File: src/hw/rtl/sdr_pkg.sv
// Shared types, widths and twiddle construction for the sliding DFT resynthesis core.
`default_nettype none

package sdr_pkg;

  localparam int SAMPLE_W  = 16;
  localparam int DIFF_W    = 17;
  localparam int BIN_W     = 32;
  localparam int TW_W      = 12;
  localparam int TW_FRAC   = 10;
  localparam int ACC_W     = 21;
  localparam int OUT_SHIFT = 5;
  localparam int ROT_RE_W  = 33;
  localparam int ROT_P_W   = 42;
  localparam int SUM_P_W   = 31;
  localparam int TAYLOR_N  = 12;

  localparam longint unsigned HALF_PI_Q30 = 64'd1686629713;

  typedef logic signed [SAMPLE_W-1:0] sample_t;
  typedef logic signed [DIFF_W-1:0]   diff_t;
  typedef logic signed [TW_W-1:0]     twiddle_t;

  typedef struct packed {
    logic signed [BIN_W-1:0] re;
    logic signed [BIN_W-1:0] im;
  } bin_t;

  typedef struct packed {
    logic clr;
    logic vld;
  } rot_ctl_t;

  typedef enum logic [2:0] {
    ST_IDLE,
    ST_READ,
    ST_DIFF,
    ST_RUN,
    ST_FIN
  } sdr_state_t;

  // Q30 to Q10, truncated toward zero.
  function automatic twiddle_t sdr_q30_to_q10(input longint v);
    longint mag;
    mag = (v < 0) ? -v : v;
    mag = mag >>> 20;
    return TW_W'((v < 0) ? -mag : mag);
  endfunction

  // cos or sin of quad*pi/2 + phi, phi in Q30 within the first quadrant.
  function automatic twiddle_t sdr_twiddle(input longint unsigned phi,
                                           input logic [1:0] quad,
                                           input logic want_sin);
    longint unsigned tc;
    longint unsigned ts;
    longint c0;
    longint s0;
    longint cv;
    longint sv;
    tc = 64'd1 << 30;
    ts = phi;
    c0 = 0;
    s0 = 0;
    cv = 0;
    sv = 0;
    for (int n = 0; n < TAYLOR_N; n++) begin
      if ((n & 1) != 0) begin
        c0 = c0 - $signed(tc);
        s0 = s0 - $signed(ts);
      end else begin
        c0 = c0 + $signed(tc);
        s0 = s0 + $signed(ts);
      end
      tc = (((tc * phi) >> 30) * phi) >> 30;
      tc = tc / 64'((2 * n + 1) * (2 * n + 2));
      ts = (((ts * phi) >> 30) * phi) >> 30;
      ts = ts / 64'((2 * n + 2) * (2 * n + 3));
    end
    unique case (quad)
      2'd0: begin cv = c0;  sv = s0;  end
      2'd1: begin cv = -s0; sv = c0;  end
      2'd2: begin cv = -c0; sv = -s0; end
      2'd3: begin cv = s0;  sv = -c0; end
    endcase
    return want_sin ? sdr_q30_to_q10(sv) : sdr_q30_to_q10(cv);
  endfunction

endpackage

`default_nettype wire

File: src/hw/rtl/sdr_cell.sv
// One ring cell holding a complex bin, handed to its neighbor on each shift.
`default_nettype none

module sdr_cell
  import sdr_pkg::*;
(
  input  wire logic clk,
  input  wire logic rst_n,
  input  wire logic shift_en,
  input  wire bin_t bin_in,
  output bin_t      bin_q
);

  bin_t bin_r;
  bin_t bin_nxt;

  assign bin_nxt = shift_en ? bin_in : bin_r;

  always_ff @(posedge clk) begin
    if (!rst_n) begin
      bin_r <= '0;
    end else begin
      bin_r <= bin_nxt;
    end
  end

  assign bin_q = bin_r;

endmodule

`default_nettype wire

File: config.mk
export PLATFORM = sky130hd
export DESIGN_NAME = sdr_cell
export DESIGN_NICKNAME = d
export VERILOG_FILES = /design/src/hw/rtl/sdr_pkg.sv /design/src/hw/rtl/sdr_cell.sv
export SDC_FILE = /design/constraint.sdc
export NUM_CORES = 1
export LEC_CHECK = 0
export BUFFER_PORTS_ARGS = -buffer_cell sky130_fd_sc_hd__buf_2
export CORE_UTILIZATION = 25
export CTS_BUF_LIST = sky130_fd_sc_hd__clkbuf_4 sky130_fd_sc_hd__clkbuf_8
export CTS_CLUSTER_DIAMETER = 60
export DETAILED_ROUTE_END_ITERATION = 10
export SKIP_LAST_GASP = 1
export SLEW_MARGIN = 15
export SYNTH_ARGS = -nofsm -noshare
export SYNTH_HDL_FRONTEND = slang
export SYNTH_SLANG_ARGS = --single-unit
File: constraint.sdc
create_clock -name clk -period 0.82 [get_ports clk]
set_input_delay 0.164 -clock clk [delete_from_list [all_inputs] [get_ports clk]]
set_output_delay 0.164 -clock clk [all_outputs]
set_load 0.1 [all_outputs]
==> impl_metrics.py <==
metrics = {
    "run_status": {
        "status": "finished, violations left",
        "failed_checks": "setup timing",
    },
    "worst_setup_path": {
        "crit_slowest_cell": "dfxtp_4",
        "critical-path-top-delay-family": "flip-flops",
        "startpoint_type": "register",
        "slowest_delay_ns": 0.36,
        "critPathArrivalTime_ns": 0.86,
        "path_max_fanout": 2,
        "crit_type": "register to primary output",
        "endpoint_kind": "primary output",
        "path_buf_inv": 1,
        "cp_cell_sequence": "buf_12",
        "required_ns": 0.66,
    },
    "synth": {
        "synth_area_sq_mm": 0.00245,
        "seq_area_frac_synth": 0.523,
        "synth_fp_nets": 273,
        "syn_area_per_cell_sq_um": 11.9,
        "syn_inst": 206,
        "yosys_warnings": 0,
        "ys_types": 7,
        "ys_ff_latch": 64,
    },
    "global_route": {
        "antenna_found_initial": 0,
        "grt_pass1_vias": 1929,
        "grt_max_degree": 41,
        "grt_pass1_wl_mm": 9.06,
        "grt_util_all_layers": 0.117,
        "globalRouteOverflowTotal": 0,
    },
    "job": {
        "drv_cap": 0,
    },
    "floorplanning": {
        "rows": 35,
        "start_util": 0.262,
        "die_w_um": 101,
        "dieHeight_um": 101,
        "core_sq_mm": 0.00937,
        "pin_count": 131,
        "dieArea_sq_mm": 0.0102,
    },
    "routing": {
        "via_per_inst": 4.01,
        "drt_first_pass_iters": 3,
        "drc": 0,
        "drtIter0Drc": 23,
        "num_vias": 1891,
        "totalWireLength_mm": 5.68,
        "routedWlPerCell_um": 12.1,
        "ant_nets": 0,
    },
    "sta": {
        "maxSlewViolCount": 0,
        "finalSetupViolCount": 64,
        "worst_pin_slew_ns": 0.229,
        "rsz0062_at_grt": "true",
        "setup-tns-final_ns": -12.57,
        "fin_skew_ns": 0,
        "setup_ws_ns": -0.206,
        "fin_crit_ns": 1.03,
        "finalCritPeriodShare": 1.25,
        "timing.slew.headroom": 0.848,
        "hold_viol_final": 0,
        "max_freq_ghz": 0.975,
    },
    "cells_and_area": {
        "n_fill_cell": 861,
        "antenna-diode-count": 0,
        "postLayoutCellArea_sq_mm": 0.00460,
        "stdcell_count": 471,
        "nets": 405,
        "drive_above_1_share": 0.623,
        "syn_to_final_growth_pct": 87.8,
        "final_core_util": 0.491,
        "largest_register_ffs": 64,
    },
    "cts": {
        "numClockSinks": 64,
        "cts_tree": "yes",
        "numCtsBuffers": 9,
        "clk_pin_slew_ns": 0.07,
        "clock_path_buffers": 2,
        "clkLatencyLatePin_ns": 0.32,
        "cts_resized": 0,
        "cts_max_level": 3,
        "root_buffer": "clkbuf_8",
    },
    "placement": {
        "gp_congestion": 0.668,
        "dp_slack_ns": -0.156,
        "dp_hpwl_mm": 4.36,
        "portBuffers": 130,
        "dpl.cell_count": 456,
        "placed_cell_area_sq_mm": 0.00442,
    },
    "power": {
        "p_leak_uw": 0.00201,
        "seqPwrFrac": 0.394,
        "vdd_ir_drop_max_uv": 1070,
        "pwr-share-clk": 0.290,
        "p_int_uw": 5690,
        "power_density_mw_per_mm2": 1890,
        "p_switching_uw": 3000,
        "p_comb_frac": 0.317,
        "netSwitchingFraction": 0.345,
    },
    "hold_path": {
        "min_path_type": "input pin to register",
    },
}
[synthesized netlist by cell type]
cell type | n | area, sq um
dfxtp_1 | 64 | 1280
mux2i_1 | 64 | 641
nor2b_1 | 64 | 400
buf_8 | 6 | 90.1
clkbuf_1 | 6 | 22.5
buf_6 | 1 | 11.3
clkbuf_2 | 1 | 5.00
[logic make-up after synthesis]
kind of cell	Yosys count	synth area share
muxes	64	0.261
and+or+nand+nor	64	0.163
buffers and inverters	14	0.0526
DFF	64	0.523
[worst min-delay path, stage by stage]
cell and delay [ns]:
buf_2 0.07, mux2i_1 0.05, nor2b_1 0.09
[per-layer routing]
metal,share of wire,vias to the layer above,global-route usage
li1,-,942,-
met1,0.38,869,0.121
met2,0.52,75,0.199
met3,0.095,5,0.0673
met4,0.0088,0,0.0334
met5,0,-,0
[cells in the final DEF, fill, tap and decap left out, drive strengths merged]
master / netlist / routed
clkbuf: 7 / 10
nor2b: 64 / 64
clkinv: 0 / 4
mux2i: 64 / 64
bufinv: 0 / 1
dfxtp: 64 / 64
buf: 7 / 135
[path summary, 6_finish.rpt]
check / slack [ns] / endpoint / from / cells after the start
max: -0.21 / bin_q[17] / bin_q[17]$_SDFFE_PN0P_ / 1
min: 0.08 / bin_q[30]$_SDFFE_PN0P_ / bin_in[30] / 3
max reg2reg: 0.15 / bin_q[41]$_SDFFE_PN0P_ / bin_q[41]$_SDFFE_PN0P_ / 2
min reg2reg: 0.54 / bin_q[62]$_SDFFE_PN0P_ / bin_q[62]$_SDFFE_PN0P_ / 2
[through the flow]
stage | hold WS (ns) | power (uW)
6_report | 0.0847 | 8690
2_1_floorplan | 0.332 | 5180
3_3_place_gp | 0.419 | 6240
4_1_cts | 0.0615 | 8890
3_5_place_dp | 0.428 | 6280
5_1_grt | 0.0610 | 9130
[power by group through the flow]
stage | Sequential, uW | Clock, uW | Combinational, uW
global route | 3450 | 2830 | 2850
CTS | 3420 | 2680 | 2780
floorplan | 4730 | 0 | 444
global placement | 3480 | 0 | 2760
detailed placement | 3490 | 0 | 2780
finish | 3420 | 2520 | 2750
[final cells by class]
type	instances	area, sq um	area share
timing repair buffer	135	1700	0.370
clock inverter	5	48.8	0.0106
clock buffer	10	131	0.0285
tap	129	161	0.0351
multi-input combinational	128	1040	0.226
sequential	64	1520	0.330
[timing repair]
item | CTS | global route
endpoints found under the setup margin | 64 | 64
buffers inserted | 0 | 0
pin swaps | 0 | 0
hold buffers | 0 | 0
Power figures use the tool's default switching activity.
