<file path="src/hw/rtl/sdr_pkg.sv">
// Shared types, widths and twiddle construction for the sliding DFT resynthesis core.
`default_nettype none

package sdr_pkg;

  localparam int SAMPLE_W  = 16;
  localparam int DIFF_W    = 17;
  localparam int BIN_W     = 32;
  localparam int TW_W      = 12;
  localparam int TW_FRAC   = 10;
  localparam int ACC_W     = 21;
  localparam int OUT_SHIFT = 5;
  localparam int ROT_RE_W  = 33;
  localparam int ROT_P_W   = 42;
  localparam int SUM_P_W   = 31;
  localparam int TAYLOR_N  = 12;

  localparam longint unsigned HALF_PI_Q30 = 64'd1686629713;

  typedef logic signed [SAMPLE_W-1:0] sample_t;
  typedef logic signed [DIFF_W-1:0]   diff_t;
  typedef logic signed [TW_W-1:0]     twiddle_t;

  typedef struct packed {
    logic signed [BIN_W-1:0] re;
    logic signed [BIN_W-1:0] im;
  } bin_t;

  typedef struct packed {
    logic clr;
    logic vld;
  } rot_ctl_t;

  typedef enum logic [2:0] {
    ST_IDLE,
    ST_READ,
    ST_DIFF,
    ST_RUN,
    ST_FIN
  } sdr_state_t;

  // Q30 to Q10, truncated toward zero.
  function automatic twiddle_t sdr_q30_to_q10(input longint v);
    longint mag;
    mag = (v < 0) ? -v : v;
    mag = mag >>> 20;
    return TW_W'((v < 0) ? -mag : mag);
  endfunction

  // cos or sin of quad*pi/2 + phi, phi in Q30 within the first quadrant.
  function automatic twiddle_t sdr_twiddle(input longint unsigned phi,
                                           input logic [1:0] quad,
                                           input logic want_sin);
    longint unsigned tc;
    longint unsigned ts;
    longint c0;
    longint s0;
    longint cv;
    longint sv;
    tc = 64'd1 << 30;
    ts = phi;
    c0 = 0;
    s0 = 0;
    cv = 0;
    sv = 0;
    for (int n = 0; n < TAYLOR_N; n++) begin
      if ((n & 1) != 0) begin
        c0 = c0 - $signed(tc);
        s0 = s0 - $signed(ts);
      end else begin
        c0 = c0 + $signed(tc);
        s0 = s0 + $signed(ts);
      end
      tc = (((tc * phi) >> 30) * phi) >> 30;
      tc = tc / 64'((2 * n + 1) * (2 * n + 2));
      ts = (((ts * phi) >> 30) * phi) >> 30;
      ts = ts / 64'((2 * n + 2) * (2 * n + 3));
    end
    unique case (quad)
      2'd0: begin cv = c0;  sv = s0;  end
      2'd1: begin cv = -s0; sv = c0;  end
      2'd2: begin cv = -c0; sv = -s0; end
      2'd3: begin cv = s0;  sv = -c0; end
    endcase
    return want_sin ? sdr_q30_to_q10(sv) : sdr_q30_to_q10(cv);
  endfunction

endpackage

`default_nettype wire

</file>
<file path="src/hw/rtl/sdr_window.sv">
// Circular sample window: one write port, registered read, zero until first wrap.
`default_nettype none

module sdr_window
  import sdr_pkg::*;
#(
  parameter int DEPTH = 50
) (
  input  wire logic                     clk,
  input  wire logic                     rst_n,
  input  wire logic [$clog2(DEPTH)-1:0] ptr,
  input  wire logic                     wr_en,
  input  wire sample_t                  wr_data,
  output sample_t                       rd_data
);

  sample_t mem [DEPTH];
  sample_t rd_r;
  logic    full_r;
  logic    full_nxt;

  // Writes go in pointer order, so writing entry zero means every entry is filled.
  assign full_nxt = full_r | (wr_en & (ptr == '0));

  always_ff @(posedge clk) begin
    if (!rst_n) begin
      full_r <= 1'b0;
    end else begin
      full_r <= full_nxt;
    end
  end

  always_ff @(posedge clk) begin
    if (wr_en) begin
      mem[ptr] <= wr_data;
    end
    rd_r <= mem[ptr];
  end

  assign rd_data = full_r ? rd_r : '0;

endmodule

`default_nettype wire

</file>
<file path="config.mk">
export PLATFORM = sky130hd
export DESIGN_NAME = sdr_window
export DESIGN_NICKNAME = d
export VERILOG_FILES = /design/src/hw/rtl/sdr_pkg.sv /design/src/hw/rtl/sdr_window.sv
export SDC_FILE = /design/constraint.sdc
export NUM_CORES = 1
export LEC_CHECK = 0
export BUFFER_PORTS_ARGS = -buffer_cell sky130_fd_sc_hd__buf_2
export CAP_MARGIN = 20
export CORE_MARGIN = 4
export CORE_UTILIZATION = 50
export CTS_CLUSTER_SIZE = 14
export DETAILED_ROUTE_END_ITERATION = 12
export GPL_ROUTABILITY_DRIVEN = 1
export GPL_TIMING_DRIVEN = 1
export HOLD_SLACK_MARGIN = 0.15
export PLACE_DENSITY = 0.71
export SETUP_SLACK_MARGIN = 0.1
export SYNTH_ARGS = -nofsm -noshare
export SYNTH_HDL_FRONTEND = slang
export SYNTH_SLANG_ARGS = --single-unit
</file>
<file path="constraint.sdc">
create_clock -name clk -period 9.15 [get_ports clk]
set_input_delay 0.915 -clock clk [delete_from_list [all_inputs] [get_ports clk]]
set_output_delay 0.915 -clock clk [all_outputs]
set_load 0.01 [all_outputs]
</file>
==> results.json, run 1 <==
{
  "status": "complete, no violations",
  "syn_to_final_growth_pct": 12.2,
  "worst_pin_slew_ps": 1150,
  "grt_pass1_wl_mm": 125,
  "required_ps": 9550,
  "cts_buffer_depth": 3,
  "met2_usage_pct": 37.9,
  "path_clk_slew_ps": 60,
  "irDropWorstVdd_mv": 0.157,
  "ys.flop_type": "edfxtp_1",
  "num_rows": 92,
  "critPathCaptureType": "flop",
  "cts_made_buffers": 80,
  "hold_class": "in2reg",
  "track_usage_pct": 25.5,
  "stdcell_area_um2": 35500,
  "seqPwrFrac_pct": 53.8,
  "tns_ps": 0,
  "drc": 0,
  "cp-start-kind": "input port",
  "cts_resized": 0,
  "cts_sinks": 817,
  "synth.ff_latch_count": 817,
  "routed_via_density": 6.59,
  "hold_path_depth": 2,
  "die_y_um": 260,
  "dp_slack_ps": 4560,
  "path_max_fanout": 50,
  "whs_endpoint": "full_r",
  "root_buffer": "clkbuf_16",
  "swShare_pct": 21.3,
  "portBuffers": 40,
  "final_util_pct": 56.5,
  "die_area_um2": 67400,
  "antenna_left": 0,
  "power.switching_uw": 1650,
  "synth_fp_nets": 1768,
  "finalSetupViolations": 0,
  "routabilityCongestion": 0.951,
  "critPathKind": "in2reg",
  "pwr_density_cell_nw_per_um2": 218,
  "dp_hpwl_mm": 49.3,
  "min_from": "rst_n",
  "maxSlewViolCount": 0,
  "gr-total-overflow": 0,
  "grtUsageMet1_pct": 35.8,
  "timing.final.ws_setup_ps": 5060,
  "use_met3_pct": 7.98,
  "pwr-share-comb_pct": 5.3,
  "worstPathArrival_ps": 4490,
  "grt_max_degree": 89,
  "fp.dieW_um": 260,
  "synth_edf_count": 800,
  "clk_latency_ps": 630,
  "synth_area_um2": 31700,
  "via_count": 18100,
  "yosysUniqueCellTypes": 60,
  "synth_cells": 1743,
  "clock_skew_ps": 26.7,
  "drt_iter0_markers": 2653,
  "worstRegToRegCells": 5,
  "cts_tree": "done",
  "max_slew_margin_pct": 23.4,
  "fin_crit_ps": 4090,
  "clockPowerShare_pct": 40.8,
  "p_int_uw": 6080,
  "finalHoldViolations": 0,
  "wl_mm": 85.9,
  "timing.rr.start": "mem[29][6]",
  "post_cts_buffers": 0,
  "core_area_um2": 62900,
  "grt_pass1_vias": 17500,
  "htree_levels": 3,
  "async_flop_share_pct": 0,
  "rrSetupSlack_ps": 6720,
  "dr.pass1.iters": 6,
  "power_uw": 7730,
  "fin_nets": 1852,
  "top_usage_layer": "met2",
  "antenna_found_initial": 6,
  "routedWlPerCell_um": 31.4,
  "cts_hold_buf": 0,
  "r2r_end": "rd_r[6]",
  "drive_above_1_share_pct": 18.9,
  "maxCapViolations": 0,
  "rsz0062_at_grt": "no",
  "p_leak_uw": 0.0114,
  "fmax_mhz": 244,
  "pin_count": 41,
  "initial_core_util_pct": 50.4,
  "syn_avg_cell_area_um2": 18.2,
  "place_area_um2": 32900,
  "ys_seq_area_share_pct": 76.9,
  "yosysWarningCount": 0,
  "finalCritPeriodShare_pct": 44.7
}
-- critical path, cell delays in order --
cell and delay [ps]:
clkbuf_8 370, buf_4 620, buf_4 570, mux4_2 580, nand2_1 100, a21oi_1 150, a311oi_1 770, nand4_1 330
-- per-stage QoR --
step           std cells  hold slack (ps)
2_1_floorplan       1743              519
3_3_place_gp        2585              613
3_5_place_dp        2587              616
4_1_cts             2732              480
5_1_grt             2736              489
6_report            2740              503
-- power groups by stage --
stage | clock, µW | sequential (µW) | combinational [µW]
global placement | 0 | 4240 | 392
finish | 3160 | 4160 | 413
global route | 3360 | 4160 | 429
floorplan | 0 | 4230 | 219
CTS | 3180 | 4160 | 400
detailed placement | 0 | 4240 | 399
-- registers in the layout, indices dropped and copies added, names as in the netlist --
| register | flops |
|---|---|
| rd_r | 16 |
| mem | 800 |
| full_r | 1 |
-- per-layer routing --
metal / part of all wire (%) / vias up
met4: 4.5 / 6
met3: 14 / 242
li1: - / 7339
met2: 45 / 1302
met1: 37 / 9168
met5: 0.27 / -
-- cells by family after synthesis --
group | after synthesis | share of synthesized area, %
buffers and inverters | 122 | 2.17
AOI/OAI and AO/OA | 347 | 8.19
and+or+nand+nor | 269 | 4.33
muxes | 188 | 8.39
DFF | 817 | 76.9
-- synthesized netlist by cell type, types with 4 or more instances --
cell	instances	area (µm²)
buf_4	17	128
a211oi_1	9	67.6
nor3_1	5	25.0
a31oi_1	14	87.6
edfxtp_1	800	24000
o2bb2ai_1	12	105
or4_1	4	30.0
buf_6	14	158
and3_1	5	31.3
and3b_1	7	61.3
a22o_1	8	70.1
nand4_1	7	43.8
o22a_1	6	52.6
a211o_1	5	43.8
nor2b_1	7	43.8
o21ai_0	34	170
or3b_2	8	70.1
clkbuf_1	32	120
mux2i_1	87	871
nand2_1	57	214
nand3_1	22	110
buf_2	49	245
mux2_2	39	439
a21oi_1	47	235
a221oi_1	91	797
and2_1	21	131
nor3b_1	5	37.5
buf_1	7	26.3
dfxtp_1	17	340
o22ai_1	33	206
mux4_2	57	1280
a221o_1	12	120
a22oi_1	40	300
nor2_1	87	327
o221ai_1	4	35.0
nand3b_1	24	180
nand2b_1	5	31.3
-- how the worst max path moves through the flow --
stage | from | end | slack, ps
after global placement | ptr[1] | rd_r[7] | 3920
after floorplan | ptr[0] | mem[49][0] | 5570
after detailed placement | ptr[1] | rd_r[4] | 4560
final | ptr[1] | rd_r[4] | 5060
after CTS | ptr[1] | rd_r[4] | 5190
after global routing | ptr[1] | rd_r[4] | 5040
-- layout by cell type, fill, tap and decap left out, drive strengths merged, types with 33 or more instances in the layout --
master | Yosys | final
a21oi | 47 | 47
a221oi | 94 | 94
a22oi | 40 | 40
buf | 87 | 119
clkbuf | 32 | 110
edfxtp | 800 | 800
mux2 | 44 | 44
mux2i | 87 | 87
mux4 | 57 | 57
nand2 | 57 | 57
nor2 | 87 | 87
o21ai | 34 | 34
o22ai | 33 | 33
-- final cells by class --
class | instances | area (µm²)
Antenna cell | 4 | 10.0
Clock buffer | 109 | 2230
Clock inverter | 36 | 285
Fill cell | 4687 | 27300
Inverter | 3 | 11.3
Multi-Input combinational cell | 804 | 6670
Sequential cell | 817 | 24400
Tap cell | 846 | 1060
Timing Repair Buffer | 121 | 902
Note: power is estimated with default switching activity, not from simulation.
==> run 2: changes to the inputs <==
Settings changed: PLACE_DENSITY 0.71 to 0.73.
Clock period 9.15 ns to 3.46 ns, I/O delays scaled along.
==> results.json, run 2 (synthesized netlist as in run 1, its figures left out) <==
{
  "status": "complete, no violations",
  "finalHoldViolations": 0,
  "grt_pass1_wl_mm": 128,
  "num_rows": 92,
  "worst_pin_slew_ps": 1180,
  "irDropWorstVdd_mv": 0.332,
  "pwr_density_cell_nw_per_um2": 580,
  "required_ps": 3970,
  "post_cts_buffers": 0,
  "routabilityCongestion": 0.981,
  "root_buffer": "clkbuf_16",
  "finalSetupViolations": 0,
  "clock_skew_ps": 29.9,
  "path_clk_slew_ps": 60,
  "layout_common_cells": "edfxtp_1 (800), buf_4 (127), a221oi_1 (91), mux2i_1 (87), nor2_1 (84)",
  "critPathKind": "in2reg",
  "initial_core_util_pct": 50.4,
  "routed_via_density": 6.60,
  "top_register": "mem",
  "tns_ps": 0,
  "cp-start-kind": "input port",
  "maxSlewViolCount": 0,
  "fmax_mhz": 413,
  "htree_levels": 3,
  "cts_made_buffers": 80,
  "hold_class": "in2reg",
  "stdcell_area_um2": 36300,
  "gr-total-overflow": 0,
  "path_max_fanout": 59,
  "dp_hpwl_mm": 52.9,
  "die_area_um2": 67400,
  "fp.dieW_um": 260,
  "portBuffers": 40,
  "wl_mm": 88.2,
  "grt_max_degree": 60,
  "max_slew_margin_pct": 21.6,
  "drt_iter0_markers": 2857,
  "mostFrequentLayoutCell": "edfxtp_1",
  "antenna_found_initial": 2,
  "cts_sinks": 817,
  "drc": 0,
  "p_leak_uw": 0.0119,
  "largestRegisters": "mem x800, rd_r x16, full_r x1",
  "grt_pass1_vias": 17900,
  "routedWlPerCell_um": 31.4,
  "rsz0062_at_grt": "no",
  "antenna_left": 0,
  "cts_tree": "done",
  "maxCapViolations": 0,
  "dr.pass1.iters": 6,
  "core_area_um2": 62900,
  "finalCritPeriodShare_pct": 70.0,
  "place_area_um2": 33500,
  "cts_buffer_depth": 3,
  "drive_above_1_share_pct": 21.9,
  "fin_crit_ps": 2420,
  "largest_reg_flops": 800,
  "critPathCaptureType": "flop",
  "worstPathArrival_ps": 2930,
  "fin_nets": 1920,
  "die_y_um": 260,
  "clk_latency_ps": 640,
  "pin_count": 41,
  "syn_to_final_growth_pct": 14.8,
  "track_usage_pct": 26.1,
  "via_count": 18500
}
## run 2: cell types whose count changed in the layout (fill, tap and decap cells not counted), sizes merged
cell	previous run	this run
clkdlybuf4s18	1	0
diode	4	1
dlygate4sd3	0	4
bufinv	4	11
clkinv	29	26
inv	5	7
buf	119	184
clkbuf	110	103
## run 2: path summary, 6_finish.rpt
path                            slack (ps)        start  depth (start not counted)         to
worst max register to register        1250  mem[35][15]                          5   rd_r[15]
worst max-delay path                  1040       ptr[2]                          7   rd_r[15]
worst min-delay path                   200   wr_data[9]                          1  mem[5][9]
worst min register to register         630   mem[49][7]                          4    rd_r[7]
## run 2: critical path, stage by stage
cell and delay (ps):
buf_8 390, buf_12 300, nor2_1 250, a221o_1 480, a221oi_2 450, o22ai_1 140
or4_1 500
## run 2: report_power, final
| group | leakage [µW] | internal (µW) | switching, µW |
|---|---|---|---|
| clock network | 0.00131 | 5240 | 3630 |
| logic | 0.00325 | 380 | 802 |
| registers | 0.00734 | 11000 | 59.1 |
## run 2: final cells by class
cell class                 count  area, µm²
clock inverter                42        504
multi-input combinational    804       6660
timing repair buffer         189       1590
sequential                   817      24400
antenna                        1       2.50
fill                        4559      26500
clock buffer                 102       2160
inverter                       3       11.3
tap                          846       1060
## run 2: what timing repair did
action,in CTS,in global routing
hold buffers,1,3
resized for setup,0,0
hold endpoints to repair,1,21
## run 2: per-stage QoR
| step | power, µW | util [%] | hold slack (ps) | std cells | setup WS, ps |
|---|---|---|---|---|---|
| floorplan | 11800 | - | 445 | 1743 | 447 |
| global placement | 12300 | 53.3 | 556 | 2648 | 460 |
| CTS | 21100 | 57.6 | 421 | 2794 | 1050 |
| finish | 21100 | 57.8 | 197 | 2804 | 1040 |
| detailed placement | 12300 | 53.3 | 564 | 2649 | 394 |
| global route | 21600 | 57.8 | 187 | 2803 | 990 |
## run 2: routing by layer
metal | vias to the layer above | global-route usage, % | routed length, µm
li1 | 7475 | - | -
met1 | 9329 | 36.6 | 32000
met2 | 1492 | 39.1 | 39700
met3 | 215 | 7.22 | 12600
met4 | 2 | 10.7 | 3830
met5 | - | 0 | 11
